**src/rtl/core/idxlm_pkg.sv**
```systemverilog
// Package with the shared types, sizes and command codes of the indexed line mesh table.
`timescale 1ns / 1ps

package idxlm_pkg;

   localparam int MAX_VERTICES = 256;
   localparam int MAX_LINES = 256;
   localparam int COORD_BITS = 16;

   localparam int FIELD_BITS = 16;
   localparam int LINE_INDEX_BITS = 8;
   localparam int STATUS_BITS = 2;
   localparam int VIDX_BITS = $clog2(MAX_VERTICES);
   localparam int LIDX_BITS = (MAX_LINES > 1) ? $clog2(MAX_LINES) : 1;
   localparam int VCNT_BITS = $clog2(MAX_VERTICES + 1);
   localparam int LCNT_BITS = $clog2(MAX_LINES + 1);
   localparam int ITER_BITS = (VCNT_BITS > LCNT_BITS) ? VCNT_BITS : LCNT_BITS;

   typedef enum logic [STATUS_BITS-1:0] {
      ST_DONE   = 2'd0,
      ST_DEGEN  = 2'd1,
      ST_FULL   = 2'd2,
      ST_BADIDX = 2'd3
   } status_code_type;

   typedef enum logic [0:0] {
      FUNC_ADD = 1'b0,
      FUNC_DELETE = 1'b1
   } func_type;

   typedef struct packed {
      logic                          func;
      logic signed [FIELD_BITS-1:0]  start_x;
      logic signed [FIELD_BITS-1:0]  start_y;
      logic signed [FIELD_BITS-1:0]  end_x;
      logic signed [FIELD_BITS-1:0]  end_y;
      logic [LINE_INDEX_BITS-1:0]    line_index;
   } req_beat_type;

   typedef struct packed {
      logic [STATUS_BITS-1:0] status;
      logic [VIDX_BITS-1:0]   first_vertex;
      logic [VIDX_BITS-1:0]   second_vertex;
      logic [LCNT_BITS-1:0]   lines_held;
      logic [VCNT_BITS-1:0]   vertices_held;
   } rsp_beat_type;

   typedef struct packed {
      logic [COORD_BITS-1:0] x;
      logic [COORD_BITS-1:0] y;
   } vertex_type;

   typedef struct packed {
      logic [VIDX_BITS-1:0] s;
      logic [VIDX_BITS-1:0] e;
   } line_type;

   typedef enum logic [4:0] {
      CMD_NONE,
      CMD_LOAD,
      CMD_SCAN_INIT,
      CMD_VREAD,
      CMD_VMATCH,
      CMD_ADD_START,
      CMD_ADD_END,
      CMD_ADD_LINE,
      CMD_LREAD_IDX,
      CMD_LCAPTURE,
      CMD_LREAD_NEXT,
      CMD_LSHIFT,
      CMD_LDEC,
      CMD_LREAD,
      CMD_LREF,
      CMD_DROP_S,
      CMD_DROP_E,
      CMD_VREAD_NEXT,
      CMD_VSHIFT,
      CMD_VDEC,
      CMD_LRENUM,
      CMD_EV_ADJ,
      CMD_FINISH
   } cmd_op_type;

   typedef struct packed {
      cmd_op_type      op;
      status_code_type status;
   } cmd_type;

   typedef struct packed {
      logic is_delete;
      logic degenerate;
      logic bad_index;
      logic full;
      logic a_found;
      logic b_found;
      logic i_at_vc;
      logic i_at_lc;
      logic inext_ge_vc;
      logic inext_ge_lc;
      logic keep_s;
      logic keep_e;
      logic s_in_range;
      logic e_in_range;
      logic rsp_free;
   } dp_status_type;

endpackage

```
**src/rtl/core/idxlm_controller.sv**
```systemverilog
// Controller state machine that sequences the scans and shifts of the line mesh table.
`timescale 1ns / 1ps

module idxlm_controller (
   input  logic                     clock,
   input  logic                     reset,
   input  logic                     req_valid,
   output logic                     req_ready,
   input  idxlm_pkg::dp_status_type stat,
   output idxlm_pkg::cmd_type       cmd
);

   typedef enum logic [19:0] {
      S_IDLE     = 20'h00001,
      S_CHECK    = 20'h00002,
      S_VS_TEST  = 20'h00004,
      S_VS_CMP   = 20'h00008,
      S_ADD_S    = 20'h00010,
      S_ADD_E    = 20'h00020,
      S_ADD_L    = 20'h00040,
      S_D_CAP    = 20'h00080,
      S_SH_TEST  = 20'h00100,
      S_SH_WR    = 20'h00200,
      S_REF_TEST = 20'h00400,
      S_REF_CMP  = 20'h00800,
      S_DROPS    = 20'h01000,
      S_VSH_TEST = 20'h02000,
      S_VSH_WR   = 20'h04000,
      S_RN_TEST  = 20'h08000,
      S_RN_WR    = 20'h10000,
      S_EVADJ    = 20'h20000,
      S_DROPE    = 20'h40000,
      S_FIN      = 20'h80000
   } state_type;

   state_type state_ff, state_in;
   idxlm_pkg::status_code_type fin_ff, fin_in;
   logic second_ff, second_in;

   always_comb begin
      state_in = state_ff;
      fin_in = fin_ff;
      second_in = second_ff;
      cmd.op = idxlm_pkg::CMD_NONE;
      cmd.status = fin_ff;
      req_ready = 1'b0;
      case (state_ff)
         S_IDLE: begin
            req_ready = 1'b1;
            if (req_valid) begin
               cmd.op = idxlm_pkg::CMD_LOAD;
               state_in = S_CHECK;
            end
         end
         S_CHECK: begin
            second_in = 1'b0;
            fin_in = idxlm_pkg::ST_DONE;
            if (stat.is_delete) begin
               if (stat.bad_index) begin
                  fin_in = idxlm_pkg::ST_BADIDX;
                  state_in = S_FIN;
               end else begin
                  cmd.op = idxlm_pkg::CMD_LREAD_IDX;
                  state_in = S_D_CAP;
               end
            end else if (stat.degenerate) begin
               fin_in = idxlm_pkg::ST_DEGEN;
               state_in = S_FIN;
            end else begin
               cmd.op = idxlm_pkg::CMD_SCAN_INIT;
               state_in = S_VS_TEST;
            end
         end
         S_VS_TEST: begin
            if (stat.i_at_vc) begin
               state_in = S_ADD_S;
            end else begin
               cmd.op = idxlm_pkg::CMD_VREAD;
               state_in = S_VS_CMP;
            end
         end
         S_VS_CMP: begin
            cmd.op = idxlm_pkg::CMD_VMATCH;
            state_in = S_VS_TEST;
         end
         S_ADD_S: begin
            if (stat.full) begin
               fin_in = idxlm_pkg::ST_FULL;
               state_in = S_FIN;
            end else begin
               if (!stat.a_found) cmd.op = idxlm_pkg::CMD_ADD_START;
               state_in = S_ADD_E;
            end
         end
         S_ADD_E: begin
            if (!stat.b_found) cmd.op = idxlm_pkg::CMD_ADD_END;
            state_in = S_ADD_L;
         end
         S_ADD_L: begin
            cmd.op = idxlm_pkg::CMD_ADD_LINE;
            state_in = S_FIN;
         end
         S_D_CAP: begin
            cmd.op = idxlm_pkg::CMD_LCAPTURE;
            state_in = S_SH_TEST;
         end
         S_SH_TEST: begin
            if (stat.inext_ge_lc) begin
               cmd.op = idxlm_pkg::CMD_LDEC;
               state_in = S_REF_TEST;
            end else begin
               cmd.op = idxlm_pkg::CMD_LREAD_NEXT;
               state_in = S_SH_WR;
            end
         end
         S_SH_WR: begin
            cmd.op = idxlm_pkg::CMD_LSHIFT;
            state_in = S_SH_TEST;
         end
         S_REF_TEST: begin
            if (stat.i_at_lc) begin
               state_in = S_DROPS;
            end else begin
               cmd.op = idxlm_pkg::CMD_LREAD;
               state_in = S_REF_CMP;
            end
         end
         S_REF_CMP: begin
            cmd.op = idxlm_pkg::CMD_LREF;
            state_in = S_REF_TEST;
         end
         S_DROPS: begin
            if (!stat.keep_s && stat.s_in_range) begin
               cmd.op = idxlm_pkg::CMD_DROP_S;
               state_in = S_VSH_TEST;
            end else begin
               state_in = S_DROPE;
            end
         end
         S_VSH_TEST: begin
            if (stat.inext_ge_vc) begin
               cmd.op = idxlm_pkg::CMD_VDEC;
               state_in = S_RN_TEST;
            end else begin
               cmd.op = idxlm_pkg::CMD_VREAD_NEXT;
               state_in = S_VSH_WR;
            end
         end
         S_VSH_WR: begin
            cmd.op = idxlm_pkg::CMD_VSHIFT;
            state_in = S_VSH_TEST;
         end
         S_RN_TEST: begin
            if (stat.i_at_lc) begin
               state_in = second_ff ? S_FIN : S_EVADJ;
            end else begin
               cmd.op = idxlm_pkg::CMD_LREAD;
               state_in = S_RN_WR;
            end
         end
         S_RN_WR: begin
            cmd.op = idxlm_pkg::CMD_LRENUM;
            state_in = S_RN_TEST;
         end
         S_EVADJ: begin
            cmd.op = idxlm_pkg::CMD_EV_ADJ;
            state_in = S_DROPE;
         end
         S_DROPE: begin
            if (!stat.keep_e && stat.e_in_range) begin
               cmd.op = idxlm_pkg::CMD_DROP_E;
               second_in = 1'b1;
               state_in = S_VSH_TEST;
            end else begin
               state_in = S_FIN;
            end
         end
         S_FIN: begin
            if (stat.rsp_free) begin
               cmd.op = idxlm_pkg::CMD_FINISH;
               state_in = S_IDLE;
            end
         end
         default: state_in = S_IDLE;
      endcase
   end

   always_ff @(posedge clock) begin
      if (reset) begin
         state_ff <= S_IDLE;
         fin_ff <= idxlm_pkg::ST_DONE;
         second_ff <= 1'b0;
      end else begin
         state_ff <= state_in;
         fin_ff <= fin_in;
         second_ff <= second_in;
      end
   end

endmodule

```
**config.mk**
```make
export PLATFORM = sky130hd
export DESIGN_NAME = idxlm_controller
export DESIGN_NICKNAME = d
export VERILOG_FILES = /design/src/rtl/core/idxlm_pkg.sv /design/src/rtl/core/idxlm_controller.sv
export SDC_FILE = /design/constraint.sdc
export NUM_CORES = 1
export LEC_CHECK = 0
export BUFFER_PORTS_ARGS = -buffer_cell sky130_fd_sc_hd__buf_2
export CORE_MARGIN = 1
export CORE_UTILIZATION = 47
export CTS_CLUSTER_SIZE = 12
export DETAILED_ROUTE_END_ITERATION = 10
export GPL_ROUTABILITY_DRIVEN = 0
export GPL_TIMING_DRIVEN = 0
export PLACE_DENSITY = 0.8
export SYNTH_ARGS = -nofsm -noshare
export SYNTH_HDL_FRONTEND = slang
export SYNTH_SLANG_ARGS = --single-unit
```
**constraint.sdc**
```tcl
create_clock -name clock -period 1.9 [get_ports clock]
set_input_delay 0.19 -clock clock [delete_from_list [all_inputs] [get_ports clock]]
set_output_delay 0.19 -clock clock [all_outputs]
set_load 0.05 [all_outputs]
```
==> reports/metrics.csv <==
stage,metric,value,unit
cells_and_area,Final Cell Area,2389,µm²
pwr,Flop pwr share,41.6,%
worst_setup_path,Worst Path Arrival,2.36,ns
cells_and_area,Final Util,76.36,%
placement,port bufs,25,
worst_setup_path,worst reg2reg path endpoint,state_ff[13],
hold_path,worst hold endpoint,state_ff[14],
cts,Root Buffer,clkbuf_4,
cts,cts hold-fix bufs,0,
worst_setup_path,Reg-to-Reg Start,state_ff[8],
cells_and_area,layout cells sized above 1,53.82,%
route,first drt pass iteration count,5,
synthesis,Synthesized Nets,215,
sta,Min Hold Slack,0.04172,ns
floorplanning,io pins,26,
cells_and_area,nets,268,
route,mean routed wirelength per cell,18.08,µm
floorplanning,Die X,60.15,µm
worst_setup_path,CP startpoint kind,flop,
cells_and_area,n_diodes,0,
grt,number of global-route vias before repair,1710,
cts,TritonCTS clock tree,done,
pwr,power share of the clock group,19.5,%
route,number of DRC markers in iteration 0,154,
pwr,Worst VDD drop,0.0003570,V
grt,initial antenna violation count,0,
synthesis,most frequent cells after synthesis,"dfxtp_1 (23), nor2_1 (23), nand2_1 (14)",
sta,Worst Max-Slew Pin Slew,0.5393,ns
sta,max frequency,0.3924,GHz
sta,Slew Limit Fails,0,
sta,RSZ-0062 raised after global routing,yes,
sta,Final WS setup,-0.6485,ns
grt,Congestion Overflow GR,0,
floorplanning,core outline area,3128,µm²
floorplanning,Initial Util,50.80,%
cts,worst skew pair latency,0.32,ns
pwr,pwr dens,512.3,nW/µm²
sta,endpoints failing setup,20,
route,Final ANT Viol Nets,0,
grt,first-pass GRT wire length,8100,µm
sta,Fin. Hold Viols,0,
synthesis,Seq cells post-synth,23,
worst_setup_path,FF-to-FF path depth,9,
grt,pin count of the biggest net entering global routing,13,
synthesis,Synth cell types,46,
sta,min cycle time layout,2.548,ns
pwr,Net Sw Frac,35.66,%
pwr,Static Leak,0.9158,nW
placement,Inst Count DP,266,
cts,H-Tree Depth,1,
hold_path,HP Start,stat[6],
cts,Clock transition at path regs,0.13,ns
pwr,internal cell power,0.0007873,W
route,vias post-DR,1866,
route,Avg Vias per Cell,6.369,
pwr,Comb pwr share,38.8,%
route,total wire length,5297,µm
run_status,failing checks,setup timing,
worst_setup_path,WP data required,1.71,ns
hold_path,Worst Hold Depth,2,
synthesis,Synth top area share,28.98,%
synthesis,"Seq/Total Area, Yosys",28.98,%
worst_setup_path,Crit. End Element,output port,
sta,Rel. slew slack,64.05,%
synthesis,"Cell Area, Synth",1589,µm²
cells_and_area,Area Growth Syn to Fin,50.31,%
cts,CTS sink cnt,23,
pwr,Switching Power,0.0004363,W
run_status,status,"complete, but fails checks",
placement,HPWL after DPL,3293,µm
floorplanning,full die area,3617,µm²
floorplanning,row cnt,20,
synthesis,Post-Syn Instances,197,
sta,clock skew,0.001398,ns
worst_setup_path,r2r setup slk,-0.36,ns
synthesis,Post-synth ARST share,0,%
synthesis,ys flop type,dfxtp_1,
placement,placed inst area,1901,µm²
cts,CTS buffer count,3,
synthesis,"area leader, netlist",dfxtp_1,
synthesis,Area contributors post-synth,"dfxtp_1 (29%), nor2_1 (5.4%), or4_1 (4.3%)",
route,residual DRC count,0,
floorplanning,DIE HEIGHT,60.15,µm
synthesis,syn avg cell area,8.066,µm²
hold_path,Hold/Removal Path Class,input pin to flop,
worst_setup_path,worst-path fanout max,9,
grt,GRT Util Overall,30.04,%
cts,CTS max path bufs,2,
sta,period utilisation layout,134.1,%
job,Max-cap violations,0,
synthesis,Post-synth EDFFs,0,
cells_and_area,Final Instance Count excl. Fillers,293,
worst_setup_path,CP Class,flop to output port,
synthesis,Synth warnings,0,
## stage by stage
step                setup slack, ns   power, W  TNS (ns)
detailed placement          -0.6901  0.0008348    -5.504
finish                      -0.6485   0.001224    -7.030
floorplan                   -0.4550  0.0007555    -1.507
global route                -0.7387   0.001280    -8.457
CTS                         -0.6650   0.001182    -8.585
global placement            -0.6813  0.0008307    -5.406
## state kept, by name, indices dropped and copies added, names as in the netlist
signal	cells
second_ff	1
state_ff	20
fin_ff	2
## critical path, stage by stage, from the launching register on
cell and delay, ns:
dfxtp_2 0.34, clkbuf_8 0.16, nor4_4 0.21, buf_4 0.19, nand4_4 0.12, or2_4 0.29
or3b_4 0.42, nand4b_1 0.14, buf_6 0.17
## routing by layer
layer / GRT usage (%) / up-vias / part of all wire (%) / wire length (µm)
li1: - / 854 / - / -
met1: 39.92 / 896 / 41 / 2194
met2: 48.67 / 99 / 49 / 2588
met3: 2.381 / 17 / 6.8 / 361
met4: 14.29 / 0 / 2.9 / 153
met5: 0 / - / 0 / 0
## cells by family (layout without fill, tap and decap cells)
family | after synthesis | count (layout) | synth area share [%]
AOI/OAI and AO/OA | 29 | 29 | 12.91
xor gates and xnor gates | 6 | 6 | 3.307
buffers and inverters | 15 | 67 | 4.646
DFF | 23 | 23 | 28.98
and+or+nand+nor | 124 | 124 | 50.16
## layout make-up
type / count / area [µm²]
Multi-Input combinational cell: 159 / 1309
Fill cell: 222 / 739.5
Sequential cell: 23 / 493.0
Timing Repair Buffer: 53 / 416.7
Buffer: 6 / 73.82
Tap cell: 44 / 55.05
Clock buffer: 4 / 26.28
Inverter: 4 / 15.01
## how the worst max path moves through the flow
| stage | startpoint | endpoint | slack [ns] | depth (start not counted) |
|---|---|---|---|---|
| 6_report | state_ff[6] | cmd[5] | -0.65 | 8 |
| 5_1_grt | state_ff[11] | cmd[5] | -0.74 | 8 |
| 4_1_cts | state_ff[7] | cmd[5] | -0.66 | 8 |
| 3_5_place_dp | state_ff[9] | cmd[5] | -0.69 | 7 |
| 3_3_place_gp | state_ff[9] | cmd[5] | -0.68 | 7 |
| 2_1_floorplan | state_ff[9] | cmd[5] | -0.46 | 6 |
## power by group through the flow
stage / Clock, W / Combinational [W] / Sequential [W]
final: 0.000239 / 0.000475 / 0.000510
after floorplan: 0 / 0.000237 / 0.000518
after detailed placement: 0 / 0.000316 / 0.000518
after global placement: 0 / 0.000313 / 0.000517
after global routing: 0.000270 / 0.000499 / 0.000510
after CTS: 0.000245 / 0.000428 / 0.000509
## layout by cell type (no fill, tap or decap), types with 4 or more instances in the layout
cell	instances
nor4_1	4
nand2_1	13
a21oi_1	6
or4_4	8
nand4b_1	4
inv_1	4
dfxtp_2	17
a21oi_2	4
nor4_4	10
nor2_2	4
nor2_1	19
xor2_1	4
buf_4	24
nor3_1	10
buf_6	7
buf_2	19
nand3_2	5
nor2b_1	4
nand3_1	5
nand2b_1	5
## what timing repair did
item,CTS,global route
endpoints found under the setup margin,23,23
gates cloned,1,0
pin swaps,15,10
resized for setup,62,22
buffers inserted,16,15
Note: power is estimated with default switching activity, not from simulation.
